## config.mk

```make
export PLATFORM = sky130hd
export DESIGN_NAME = lidar_scan_row_segmenter_top_flat
export DESIGN_NICKNAME = d
export VERILOG_FILES = /design/src/design/lssr_pkg.sv /design/src/design/lssr_if.sv /design/src/design/lssr_in_reg.sv /design/src/design/lssr_core.sv /design/src/design/lssr_out_reg.sv /design/src/design/lidar_scan_row_segmenter_top.sv /design/src/flat_wrapper.sv
export SDC_FILE = /design/constraint.sdc
export NUM_CORES = 2
export LEC_CHECK = 0
export BUFFER_PORTS_ARGS = -buffer_cell sky130_fd_sc_hd__clkbuf_2
export CORE_UTILIZATION = 45
export DETAILED_ROUTE_END_ITERATION = 8
export MAX_ROUTING_LAYER = met4
export PLACE_DENSITY_LB_ADDON = 0.15
export RECOVER_POWER = 100
export SLEW_MARGIN = 20
export SYNTH_ARGS = -nofsm -noshare
export SYNTH_HDL_FRONTEND = slang
export SYNTH_HIERARCHICAL = 1
export SYNTH_SLANG_ARGS = --single-unit
```

## constraint.sdc

```tcl
create_clock -name clk -period 16.1 [get_ports clk]
set_clock_uncertainty 0.2 [all_clocks]
set_input_delay 0 -clock clk [delete_from_list [all_inputs] [get_ports clk]]
set_output_delay 0 -clock clk [all_outputs]
set_load 0.01 [all_outputs]
```

## src/design/lssr_pkg.sv

```systemverilog
// Shared types, constants and helper functions of the lidar scan row segmenter.
package lssr_pkg;

  // Grid limits
  localparam int MAX_COLUMNS = 32768;
  localparam int MAX_ROWS    = 128;
  localparam int COL_TOP_I   = ((MAX_COLUMNS - 1) < 32767) ? (MAX_COLUMNS - 1) : 32767;
  localparam int ROW_TOP_I   = ((MAX_ROWS - 1) < 127) ? (MAX_ROWS - 1) : 127;

  localparam logic [15:0] COL_TOP = 16'(COL_TOP_I);
  localparam logic [7:0]  ROW_TOP = 8'(ROW_TOP_I);
  localparam logic [7:0]  ROW_LIM = 8'(ROW_TOP_I + 1);

  // Reset values and saturation limits
  localparam logic [14:0] TOL_RESET = 15'd1000;
  localparam logic [14:0] NONE_KEPT = 15'h7FFF;
  localparam logic [21:0] SUM_MAX   = 22'h3FFFFF;
  localparam logic [2:0]  CHG_MAX   = 3'd7;
  localparam logic [2:0]  CHG_CLOSE = 3'd4;

  // Quadrant codes; the origin is a quadrant of its own
  typedef enum logic [2:0] {
    QD_PX_PY = 3'd0,  // x>0,  y>=0
    QD_PX_NY = 3'd1,  // x>=0, y<0
    QD_NX_NY = 3'd2,  // x<0,  y<=0
    QD_NX_PY = 3'd3,  // x<=0, y>0
    QD_ORIG  = 3'd4
  } quad_t;

  // Angle class of a point
  typedef enum logic [1:0] {
    ANG_NONE  = 2'd0,
    ANG_UP    = 2'd1,
    ANG_DOWN  = 2'd2,
    ANG_SLOPE = 2'd3
  } ang_kind_t;

  // Input beat payload
  typedef struct packed {
    logic signed [15:0] pos_x;
    logic signed [15:0] pos_y;
    logic               frame_start;
  } pt_item_t;

  // Result beat payload
  typedef struct packed {
    logic [14:0] column;
    logic [6:0]  row;
    logic        row_closed;
    logic        row_kept;
    logic [7:0]  kept_rows;
    logic [14:0] min_kept_width;
    logic        overflow;
  } res_item_t;

  function automatic quad_t quadrant_of(logic signed [15:0] x, logic signed [15:0] y);
    logic x_pos, x_neg, y_pos, y_neg;
    x_neg = x[15];
    y_neg = y[15];
    x_pos = !x[15] && (x != 16'sd0);
    y_pos = !y[15] && (y != 16'sd0);
    if (x_pos && !y_neg)      return QD_PX_PY;
    else if (!x_neg && y_neg) return QD_PX_NY;
    else if (x_neg && !y_pos) return QD_NX_NY;
    else if (!x_pos && y_pos) return QD_NX_PY;
    else                      return QD_ORIG;
  endfunction

  function automatic ang_kind_t angle_kind(logic signed [15:0] x, logic signed [15:0] y);
    if (x != 16'sd0)      return ANG_SLOPE;
    else if (y > 16'sd0)  return ANG_UP;
    else if (y < 16'sd0)  return ANG_DOWN;
    else                  return ANG_NONE;
  endfunction

endpackage

```

## src/design/lssr_if.sv

```systemverilog
// Valid/ready channel interfaces for point beats and result beats.
interface lssr_pt_if
  import lssr_pkg::*;
  ();
  logic               valid;
  logic               ready;
  logic signed [15:0] pos_x;
  logic signed [15:0] pos_y;
  logic               frame_start;

  modport source (output valid, output pos_x, output pos_y, output frame_start, input ready);
  modport sink   (input valid, input pos_x, input pos_y, input frame_start, output ready);
endinterface

interface lssr_res_if
  import lssr_pkg::*;
  ();
  logic        valid;
  logic        ready;
  logic [14:0] column;
  logic [6:0]  row;
  logic        row_closed;
  logic        row_kept;
  logic [7:0]  kept_rows;
  logic [14:0] min_kept_width;
  logic        overflow;

  modport source (output valid, output column, output row, output row_closed,
                  output row_kept, output kept_rows, output min_kept_width,
                  output overflow, input ready);
  modport sink   (input valid, input column, input row, input row_closed,
                  input row_kept, input kept_rows, input min_kept_width,
                  input overflow, output ready);
endinterface

```

## src/design/lssr_in_reg.sv

```systemverilog
// Input register stage: captures one point beat when it is empty or the pipe advances.
module lssr_in_reg
  import lssr_pkg::*;
  (
  input  logic     clk,
  input  logic     rst_n,
  input  logic     in_valid,
  output logic     in_ready,
  input  pt_item_t in_item,
  input  logic     adv,       // downstream takes the held beat this cycle
  output logic     hold_valid,
  output pt_item_t hold_item
  );

  logic     vld_r, vld_nxt;
  pt_item_t item_r;

  // Accept when empty or when the held beat moves on
  assign in_ready = !vld_r || adv;
  assign vld_nxt  = in_ready ? in_valid : vld_r;

  always_ff @(posedge clk) begin
    if (!rst_n) begin
      vld_r <= 1'b0;
    end else begin
      vld_r <= vld_nxt;
    end
  end

  // Payload, no reset
  always_ff @(posedge clk) begin
    if (in_ready && in_valid) begin
      item_r <= in_item;
    end
  end

  assign hold_valid = vld_r;
  assign hold_item  = item_r;

endmodule

```

## src/design/lssr_core.sv

```systemverilog
// Segmenter state and the combinational per-point update logic.
module lssr_core
  import lssr_pkg::*;
  (
  input  logic        clk,
  input  logic        rst_n,
  input  logic        cfg_wr_en,
  input  logic [14:0] cfg_wr_data,
  input  logic        step,      // held point is processed at this edge
  input  pt_item_t    item,
  output res_item_t   res
  );

  // Configuration and state registers
  logic [14:0]        tol_r;
  logic signed [15:0] ref_x_r, ref_y_r;
  quad_t              cq_r, cq_nxt;
  logic [2:0]         chg_r, chg_nxt;
  logic [15:0]        wc_r, wc_nxt;
  logic [7:0]         hc_r, hc_nxt;
  logic [21:0]        sum_r, sum_nxt;
  logic [14:0]        min_r, min_nxt;

  // Frame-start adjusted view of the state
  logic signed [15:0] x, y, rx_e, ry_e;
  quad_t              q_pt, cq_e;
  logic [2:0]         chg_e, chg_inc;
  logic [15:0]        wc_e, wc_base;
  logic [7:0]         hc_e;
  logic [21:0]        sum_e;
  logic [14:0]        min_e;
  logic               fs;

  // Angle test
  ang_kind_t          kt, kr;
  logic signed [31:0] lhs, rhs;
  logic               same_side, ang_ok;

  // Width test
  logic [23:0]        prod_wh;
  logic [22:0]        tol_h;
  logic signed [25:0] diff;
  logic [24:0]        diff_abs;
  logic               pass, closed, kept;
  logic [22:0]        sum_add;

  // Result fields
  logic [15:0]        col_v;
  logic [7:0]         row_v;
  logic               col_ovf, row_ovf;

  assign x  = item.pos_x;
  assign y  = item.pos_y;
  assign fs = item.frame_start;

  // Frame start replaces reference and clears counts before the point is used
  always_comb begin
    q_pt  = quadrant_of(x, y);
    rx_e  = fs ? x : ref_x_r;
    ry_e  = fs ? y : ref_y_r;
    cq_e  = fs ? q_pt : cq_r;
    chg_e = fs ? 3'd0 : chg_r;
    wc_e  = fs ? 16'd0 : wc_r;
    hc_e  = fs ? 8'd0 : hc_r;
    sum_e = fs ? 22'd0 : sum_r;
    min_e = fs ? NONE_KEPT : min_r;
  end

  // Quadrant change counter, sticks at seven
  assign chg_inc = ((q_pt != cq_e) && (chg_e != CHG_MAX)) ? chg_e + 3'd1 : chg_e;

  // Angle not above reference, compared as cross products of the slopes
  assign kt        = angle_kind(x, y);
  assign kr        = angle_kind(rx_e, ry_e);
  assign lhs       = y * rx_e;
  assign rhs       = ry_e * x;
  assign same_side = (!x[15] && (x != 16'sd0)) == (!rx_e[15] && (rx_e != 16'sd0));

  always_comb begin
    priority if (kt == ANG_NONE || kr == ANG_NONE) begin
      ang_ok = 1'b0;
    end else if (kr == ANG_UP || kt == ANG_DOWN) begin
      ang_ok = 1'b1;
    end else if (kt == ANG_UP || kr == ANG_DOWN) begin
      ang_ok = 1'b0;
    end else if (same_side) begin
      ang_ok = (lhs <= rhs);
    end else begin
      ang_ok = (lhs >= rhs);
    end
  end

  assign closed = (chg_inc == CHG_CLOSE) && ang_ok;

  // Width test: |w*h - sum| < tol*h, first row passes on nonzero tolerance
  assign prod_wh  = wc_e * hc_e;
  assign tol_h    = tol_r * hc_e;
  assign diff     = $signed({2'b00, prod_wh}) - $signed({4'b0000, sum_e});
  assign diff_abs = diff[25] ? 25'(-diff) : diff[24:0];
  assign pass     = (hc_e == 8'd0) ? (tol_r != 15'd0) : (diff_abs < {2'b00, tol_h});
  assign kept     = closed && pass;

  // Next state
  assign sum_add = {1'b0, sum_e} + {7'd0, wc_e};

  always_comb begin
    min_nxt = min_e;
    hc_nxt  = hc_e;
    sum_nxt = sum_e;
    if (kept) begin
      if (wc_e < {1'b0, min_e}) begin
        min_nxt = wc_e[14:0];
      end
      if (hc_e < ROW_LIM) begin
        hc_nxt  = hc_e + 8'd1;
        sum_nxt = sum_add[22] ? SUM_MAX : sum_add[21:0];
      end
    end
  end

  assign chg_nxt = closed ? 3'd0 : chg_inc;
  assign cq_nxt  = q_pt;
  assign wc_base = closed ? 16'd0 : wc_e;
  assign wc_nxt  = (wc_base <= COL_TOP) ? wc_base + 16'd1 : wc_base;

  // Saturated grid position
  assign col_ovf = wc_base > COL_TOP;
  assign col_v   = col_ovf ? COL_TOP : wc_base;
  assign row_ovf = hc_nxt > ROW_TOP;
  assign row_v   = row_ovf ? ROW_TOP : hc_nxt;

  always_comb begin
    res.column         = col_v[14:0];
    res.row            = row_v[6:0];
    res.row_closed     = closed;
    res.row_kept       = kept;
    res.kept_rows      = hc_nxt;
    res.min_kept_width = min_nxt;
    res.overflow       = col_ovf || row_ovf;
  end

  // Tolerance register
  always_ff @(posedge clk) begin
    if (!rst_n) begin
      tol_r <= TOL_RESET;
    end else if (cfg_wr_en) begin
      tol_r <= cfg_wr_data;
    end
  end

  // Segmenter state
  always_ff @(posedge clk) begin
    if (!rst_n) begin
      ref_x_r <= 16'sd0;
      ref_y_r <= 16'sd0;
      cq_r    <= QD_PX_PY;
      chg_r   <= 3'd0;
      wc_r    <= 16'd0;
      hc_r    <= 8'd0;
      sum_r   <= 22'd0;
      min_r   <= NONE_KEPT;
    end else if (step) begin
      ref_x_r <= rx_e;
      ref_y_r <= ry_e;
      cq_r    <= cq_nxt;
      chg_r   <= chg_nxt;
      wc_r    <= wc_nxt;
      hc_r    <= hc_nxt;
      sum_r   <= sum_nxt;
      min_r   <= min_nxt;
    end
  end

endmodule

```

## src/design/lssr_out_reg.sv

```systemverilog
// Result register stage: holds one result beat until the receiver takes it.
module lssr_out_reg
  import lssr_pkg::*;
  (
  input  logic      clk,
  input  logic      rst_n,
  input  logic      load_valid,  // a new result is offered
  input  res_item_t load_item,
  output logic      adv,         // register can take a result this cycle
  output logic      out_valid,
  input  logic      out_ready,
  output res_item_t out_item
  );

  logic      vld_r, vld_nxt;
  res_item_t item_r;

  // Free when empty or when the receiver takes the held beat
  assign adv     = !vld_r || out_ready;
  assign vld_nxt = adv ? load_valid : vld_r;

  always_ff @(posedge clk) begin
    if (!rst_n) begin
      vld_r <= 1'b0;
    end else begin
      vld_r <= vld_nxt;
    end
  end

  always_ff @(posedge clk) begin
    if (adv && load_valid) begin
      item_r <= load_item;
    end
  end

  assign out_valid = vld_r;
  assign out_item  = item_r;

endmodule

```

## src/design/lidar_scan_row_segmenter_top.sv

```systemverilog
// Top level of the lidar scan row segmenter.
// Usage:
//   in_pt  : point beats (pos_x, pos_y signed Q8.8, frame_start), valid/ready.
//   out_res: one result beat per point beat (column, row, row_closed,
//            row_kept, kept_rows, min_kept_width, overflow), valid/ready.
//   cfg_wr_en/cfg_wr_data: writes width_tolerance; write only while idle.
// Pipeline: input register -> combinational segment logic -> result register.
// A point accepted into the input register is offered as a result beat once
// it moves into the result register, which it does when that register is free.
// Throughput is one point per cycle while the receiver does not stall; the state
// update (quadrant count, angle cross products, width test) is combinational.
// Reset (rst_n low, synchronous) empties both registers, sets the tolerance
// to 1000, clears all counts and sets min_kept_width to 32767.
// When the receiver stalls, the result register holds its beat, the input
// register fills, and in_pt.ready drops after at most one more beat is taken.
module lidar_scan_row_segmenter_top
  import lssr_pkg::*;
  (
  input  logic        clk,
  input  logic        rst_n,
  lssr_pt_if.sink     in_pt,
  lssr_res_if.source  out_res,
  input  logic        cfg_wr_en,
  input  logic [14:0] cfg_wr_data
  );

  pt_item_t  in_item, hold_item;
  res_item_t core_res, out_item;
  logic      hold_valid, adv, step;

  assign in_item.pos_x       = in_pt.pos_x;
  assign in_item.pos_y       = in_pt.pos_y;
  assign in_item.frame_start = in_pt.frame_start;

  lssr_in_reg u_in_reg (
    .clk        (clk),
    .rst_n      (rst_n),
    .in_valid   (in_pt.valid),
    .in_ready   (in_pt.ready),
    .in_item    (in_item),
    .adv        (adv),
    .hold_valid (hold_valid),
    .hold_item  (hold_item)
  );

  // State advances only when the held point moves into the result register
  assign step = hold_valid && adv;

  lssr_core u_core (
    .clk         (clk),
    .rst_n       (rst_n),
    .cfg_wr_en   (cfg_wr_en),
    .cfg_wr_data (cfg_wr_data),
    .step        (step),
    .item        (hold_item),
    .res         (core_res)
  );

  lssr_out_reg u_out_reg (
    .clk        (clk),
    .rst_n      (rst_n),
    .load_valid (hold_valid),
    .load_item  (core_res),
    .adv        (adv),
    .out_valid  (out_res.valid),
    .out_ready  (out_res.ready),
    .out_item   (out_item)
  );

  assign out_res.column         = out_item.column;
  assign out_res.row            = out_item.row;
  assign out_res.row_closed     = out_item.row_closed;
  assign out_res.row_kept       = out_item.row_kept;
  assign out_res.kept_rows      = out_item.kept_rows;
  assign out_res.min_kept_width = out_item.min_kept_width;
  assign out_res.overflow       = out_item.overflow;

endmodule

```

## src/flat_wrapper.sv

```systemverilog
// flat-port wrapper written by rule: the top's interface ports become plain ports
module lidar_scan_row_segmenter_top_flat import lssr_pkg::*;
  (clk, rst_n, cfg_wr_en, cfg_wr_data, in_pt_valid, in_pt_pos_x, in_pt_pos_y, in_pt_frame_start, in_pt_ready, out_res_valid, out_res_column, out_res_row, out_res_row_closed, out_res_row_kept, out_res_kept_rows, out_res_min_kept_width, out_res_overflow, out_res_ready);
  lssr_pt_if in_pt_i ();
  lssr_res_if out_res_i ();
  input  logic clk;
  input  logic rst_n;
  input  logic cfg_wr_en;
  input  logic [14:0] cfg_wr_data;
  input wire logic [$bits(in_pt_i.valid)-1:0] in_pt_valid;
  input wire logic [$bits(in_pt_i.pos_x)-1:0] in_pt_pos_x;
  input wire logic [$bits(in_pt_i.pos_y)-1:0] in_pt_pos_y;
  input wire logic [$bits(in_pt_i.frame_start)-1:0] in_pt_frame_start;
  output wire logic [$bits(in_pt_i.ready)-1:0] in_pt_ready;
  output wire logic [$bits(out_res_i.valid)-1:0] out_res_valid;
  output wire logic [$bits(out_res_i.column)-1:0] out_res_column;
  output wire logic [$bits(out_res_i.row)-1:0] out_res_row;
  output wire logic [$bits(out_res_i.row_closed)-1:0] out_res_row_closed;
  output wire logic [$bits(out_res_i.row_kept)-1:0] out_res_row_kept;
  output wire logic [$bits(out_res_i.kept_rows)-1:0] out_res_kept_rows;
  output wire logic [$bits(out_res_i.min_kept_width)-1:0] out_res_min_kept_width;
  output wire logic [$bits(out_res_i.overflow)-1:0] out_res_overflow;
  input wire logic [$bits(out_res_i.ready)-1:0] out_res_ready;
  assign in_pt_i.valid = in_pt_valid;
  assign in_pt_i.pos_x = in_pt_pos_x;
  assign in_pt_i.pos_y = in_pt_pos_y;
  assign in_pt_i.frame_start = in_pt_frame_start;
  assign in_pt_ready = in_pt_i.ready;
  assign out_res_valid = out_res_i.valid;
  assign out_res_column = out_res_i.column;
  assign out_res_row = out_res_i.row;
  assign out_res_row_closed = out_res_i.row_closed;
  assign out_res_row_kept = out_res_i.row_kept;
  assign out_res_kept_rows = out_res_i.kept_rows;
  assign out_res_min_kept_width = out_res_i.min_kept_width;
  assign out_res_overflow = out_res_i.overflow;
  assign out_res_i.ready = out_res_ready;
  lidar_scan_row_segmenter_top u_core (.clk(clk), .rst_n(rst_n), .in_pt(in_pt_i), .out_res(out_res_i), .cfg_wr_en(cfg_wr_en), .cfg_wr_data(cfg_wr_data));
endmodule
```

==> reports/summary.log <==
INFO  route          vias_per_cell=5.35
INFO  sta            fin_hold_viols=0
INFO  clock_tree     cts_setup_buffers=0
INFO  run            drv.max_cap_violation_count=7
INFO  sta            setup_total_negative_slack=0ns
INFO  yosys          synth_adder_area_share=46.8%
INFO  critical_path  worst-path-max-fanout=48
INFO  yosys          dominantRegCellSynth=sky130_fd_sc_hd__dfxtp_1
INFO  clock_tree     cts_max_path_buffers=2
INFO  global_routing grt.overflow.total=0
INFO  route          drt_pass1_iterations=7
INFO  run_status     outcome=finished, violations left
INFO  yosys          edff_count_synth=81
INFO  floorplan      fp.dieW=298µm
INFO  finish         final_layout_size_suffix_gt1_share=4.56%
INFO  clock_tree     tritoncts=built
INFO  critical_path  endpoint_type_of_the_worst_setup_path=flop
INFO  yosys          main_combinational_cell_family_by_area_after_synthesis=adder cells
INFO  clock_tree     worst_setup_hold_path_clk_slew=0.08ns
INFO  yosys          synthMostInstantiatedCell=sky130_fd_sc_hd__inv_1
INFO  yosys          synth_simple_gate_area_share=17.1%
INFO  floorplan      core.rowCount=108
INFO  placement      gp_congestion=0.871
INFO  critical_path  kind_of_critical_path=reg2reg
INFO  finish         filler_cell_count=8,465
INFO  finish         synthToLayoutAreaGrowth=7.42%
INFO  route          drt-initial-drc-count=1,783
INFO  critical_path  path_common_cell=sky130_fd_sc_hd__fa_1
INFO  sta            worst_slew_margin_rel=-141%
INFO  yosys          synth_top_cell_area_share=35.8%
INFO  yosys          synthesis.area_per_instance=8.99µm²
INFO  floorplan      total_die_area=89,100µm²
INFO  hold_path      worst_hold_path_type=in2reg
INFO  finish         seq_area=4750µm²
INFO  clock_tree     htree_depth=4
INFO  critical_path  timing.critical_path.buf_inv=6
INFO  floorplan      dieHeight=298µm
INFO  route          route.antenna.remaining_nets=0
INFO  critical_path  cp_data_required_time=16.25ns
INFO  yosys          synth.cell_area=39,600µm²
INFO  yosys          netlist_top_cells_area=sky130_fd_sc_hd__fa_1 (36%), sky130_fd_sc_hd__ha_1 (11%), sky130_fd_sc_hd__inv_1 (7.6%)
INFO  clock_tree     worst_skew_pair.late_latency=0.51ns
INFO  global_routing total_global_routing_track_utilization=26.7%
INFO  global_routing first_pass_grt_wire_length=179mm
INFO  finish         finalNetCount=5,569
INFO  critical_path  startpoint_type=flop
INFO  yosys          ys_seq_elements=197
INFO  route          final_routed_wire_length_divided_by_cell_count=19.8µm
INFO  global_routing grt_max_degree=55
INFO  yosys          synth_async_sr_flop_share=0%
INFO  critical_path  cpMaxStageDelayCell=sky130_fd_sc_hd__nor2_1
INFO  floorplan      io-pin-count=103
INFO  critical_path  cp.arrival=12.97ns
INFO  yosys          post_synthesis_xor_xnor_area_fraction=3.06%
INFO  yosys          number_of_instances_in_the_synthesized_netlist=4,398
INFO  route          drc_viols=0
INFO  sta            maxSlewViolCount=216
INFO  route          wl=111mm
INFO  clock_tree     clkSinkCount=197
INFO  sta            post-route-period-util=79.6%
INFO  route          routed_vias=30,133
INFO  critical_path  max_stage_delay=1.14ns
INFO  placement      placement.io_buffers=102
INFO  yosys          yosysWarningCount=6
INFO  sta            timing.final.crit_period=12.82ns
INFO  yosys          syn_nets=5,506
INFO  clock_tree     cts-buffers-inserted=17
INFO  global_routing antenna_found_initial=2
INFO  yosys          synth.distinct_cells=92
INFO  finish         multi_input_area=30,900µm²
INFO  yosys          synth-seq-area-share=12.0%
INFO  placement      dp_hpwl=87.8mm
INFO  sta            worst-slew-pin-transition=3.61ns
INFO  sta            rsz_0062_raised_after_global_routing=no
INFO  sta            fmax=78.0MHz
INFO  run_status     violations=max-capacitance violations, max-slew violations
INFO  yosys          synthMuxAreaShare=1.66%
INFO  floorplan      core_area=86,900µm²
INFO  clock_tree     ctsRootBufferMaster=sky130_fd_sc_hd__clkbuf_16
INFO  yosys          post_synth_most_frequent_cells=sky130_fd_sc_hd__inv_1 (806), sky130_fd_sc_hd__fa_1 (708), sky130_fd_sc_hd__nand2_1 (555)
INFO  sta            finish_stage_setup_viols=0
INFO  yosys          synth_compound_gate_area_share=9.67%
INFO  yosys          synthDominantAreaCellType=sky130_fd_sc_hd__fa_1
INFO  global_routing grt_pass1_vias=31,228
INFO  critical_path  critPathTopFamily=compound AO/OA/AOI/OAI gates
INFO  floorplan      start_util=45.5%
## per-stage QoR
stage,area (µm²),util [%],cells,setup WS [ns],hold slack [ns]
floorplan,39600,-,4398,4.58,-0.101
global route,42500,48.9,5629,2.51,0.0168
detailed placement,41100,47.3,5504,4.09,-0.0207
finish,42500,48.9,5630,3.28,0.0190
global placement,41100,47.3,5504,4.23,-0.0206
CTS,42600,49.1,5629,4.07,0.000477
## layout by cell type, fill, tap and decap left out, drive strengths merged, types with 15 or more instances in the layout
cell type | Yosys | final
a211oi | 42 | 42
a21o | 64 | 64
a21oi | 140 | 140
a2bb2oi | 16 | 16
a31oi | 18 | 18
and2 | 311 | 311
and3 | 20 | 20
buf | 25 | 46
clkbuf | 174 | 122
dfxtp | 116 | 116
dlygate4sd3 | 0 | 93
edfxtp | 81 | 81
fa | 708 | 708
ha | 347 | 347
inv | 808 | 815
mux2 | 30 | 30
mux2i | 32 | 32
nand2 | 555 | 555
nand2b | 25 | 25
nand3 | 35 | 35
nand4 | 25 | 25
nor2 | 212 | 212
nor2b | 71 | 71
nor3 | 59 | 59
nor4 | 20 | 20
o21a | 37 | 37
o21ai | 87 | 87
o2bb2ai | 15 | 15
xnor2 | 97 | 97
xor2 | 41 | 41
## cell type report
| cell class | instances | share of cell area, % |
|---|---|---|
| inverters | 813 | 7.18 |
| diodes | 1 | 0.00589 |
| clock buffers | 18 | 1.01 |
| flip-flops and latches | 197 | 11.2 |
| repair buffers | 243 | 4.06 |
| well taps | 1155 | 3.40 |
| clock inverters | 14 | 0.406 |
| multi-input cells | 3189 | 72.7 |
## registers in the layout, indices dropped and copies added (netlist names)
signal / cells
u_core/u_out_reg/out_item: 48
u_core/u_in_reg/hold_item: 33
u_core/u_core/sum_r: 22
u_core/u_core/ref_x_r: 16
u_core/u_core/ref_y_r: 16
u_core/u_core/wc_r: 16
u_core/u_core/min_r: 15
u_core/u_core/tol_r: 15
u_core/u_core/hc_r: 8
u_core/u_core/chg_r: 3
u_core/u_core/cq_r: 3
u_core/u_in_reg/hold_valid: 1
u_core/u_out_reg/out_valid: 1
## final timing paths
check                               startpoint  depth (start not counted)  slack (ns)                            end
hold / removal                 in_pt_pos_x[13]                          2        0.02  u_core/u_in_reg/hold_item[30]
setup reg to reg  u_core/u_in_reg/hold_item[0]                         36        3.28        u_core/u_core/min_r[13]
setup / recovery  u_core/u_in_reg/hold_item[0]                         36        3.28        u_core/u_core/min_r[13]
hold reg to reg        u_core/u_core/sum_r[21]                          1        0.26        u_core/u_core/sum_r[21]
## layer usage
metal  track usage (%)  share of wire [%]  routed length (µm)  up-vias
li1                  -                  -                   -    13953
met1              35.6                 45               50000    15442
met2              43.8                 49               54400      616
met3              2.12                3.7                4110      122
met4              6.95                2.5                2730        0
met5                 -                  0                   0        -
## worst register-to-register path: cells and delay by family, from the launching register on
family          cells  cell delay (ns)
compound gates     13             3.82
xor+xnor            1             0.13
fa+ha+maj           8             3.68
buf+inv             6             1.50
flops               1             0.32
mux                 1             0.66
simple gates        7             2.37
## cells by family (layout without fill, tap and decap cells)
kind of cell | after synthesis | in the layout
xor gates and xnor gates | 138 | 138
muxes | 62 | 62
buffers and inverters | 1012 | 1088
DFF | 197 | 197
adders and majority gates | 1055 | 1055
other | 0 | 1
AOI/OAI and AO/OA | 546 | 546
and+or+nand+nor | 1388 | 1388
## what timing repair did
item                                   in CTS  in global routing
endpoints found under the hold margin      94                  0
gates resized for setup                     0                  0
hold buffers                               93                  0
Power is not shown: default switching activity piles up to over one toggle a cycle in this logic, so the estimate is an artifact.
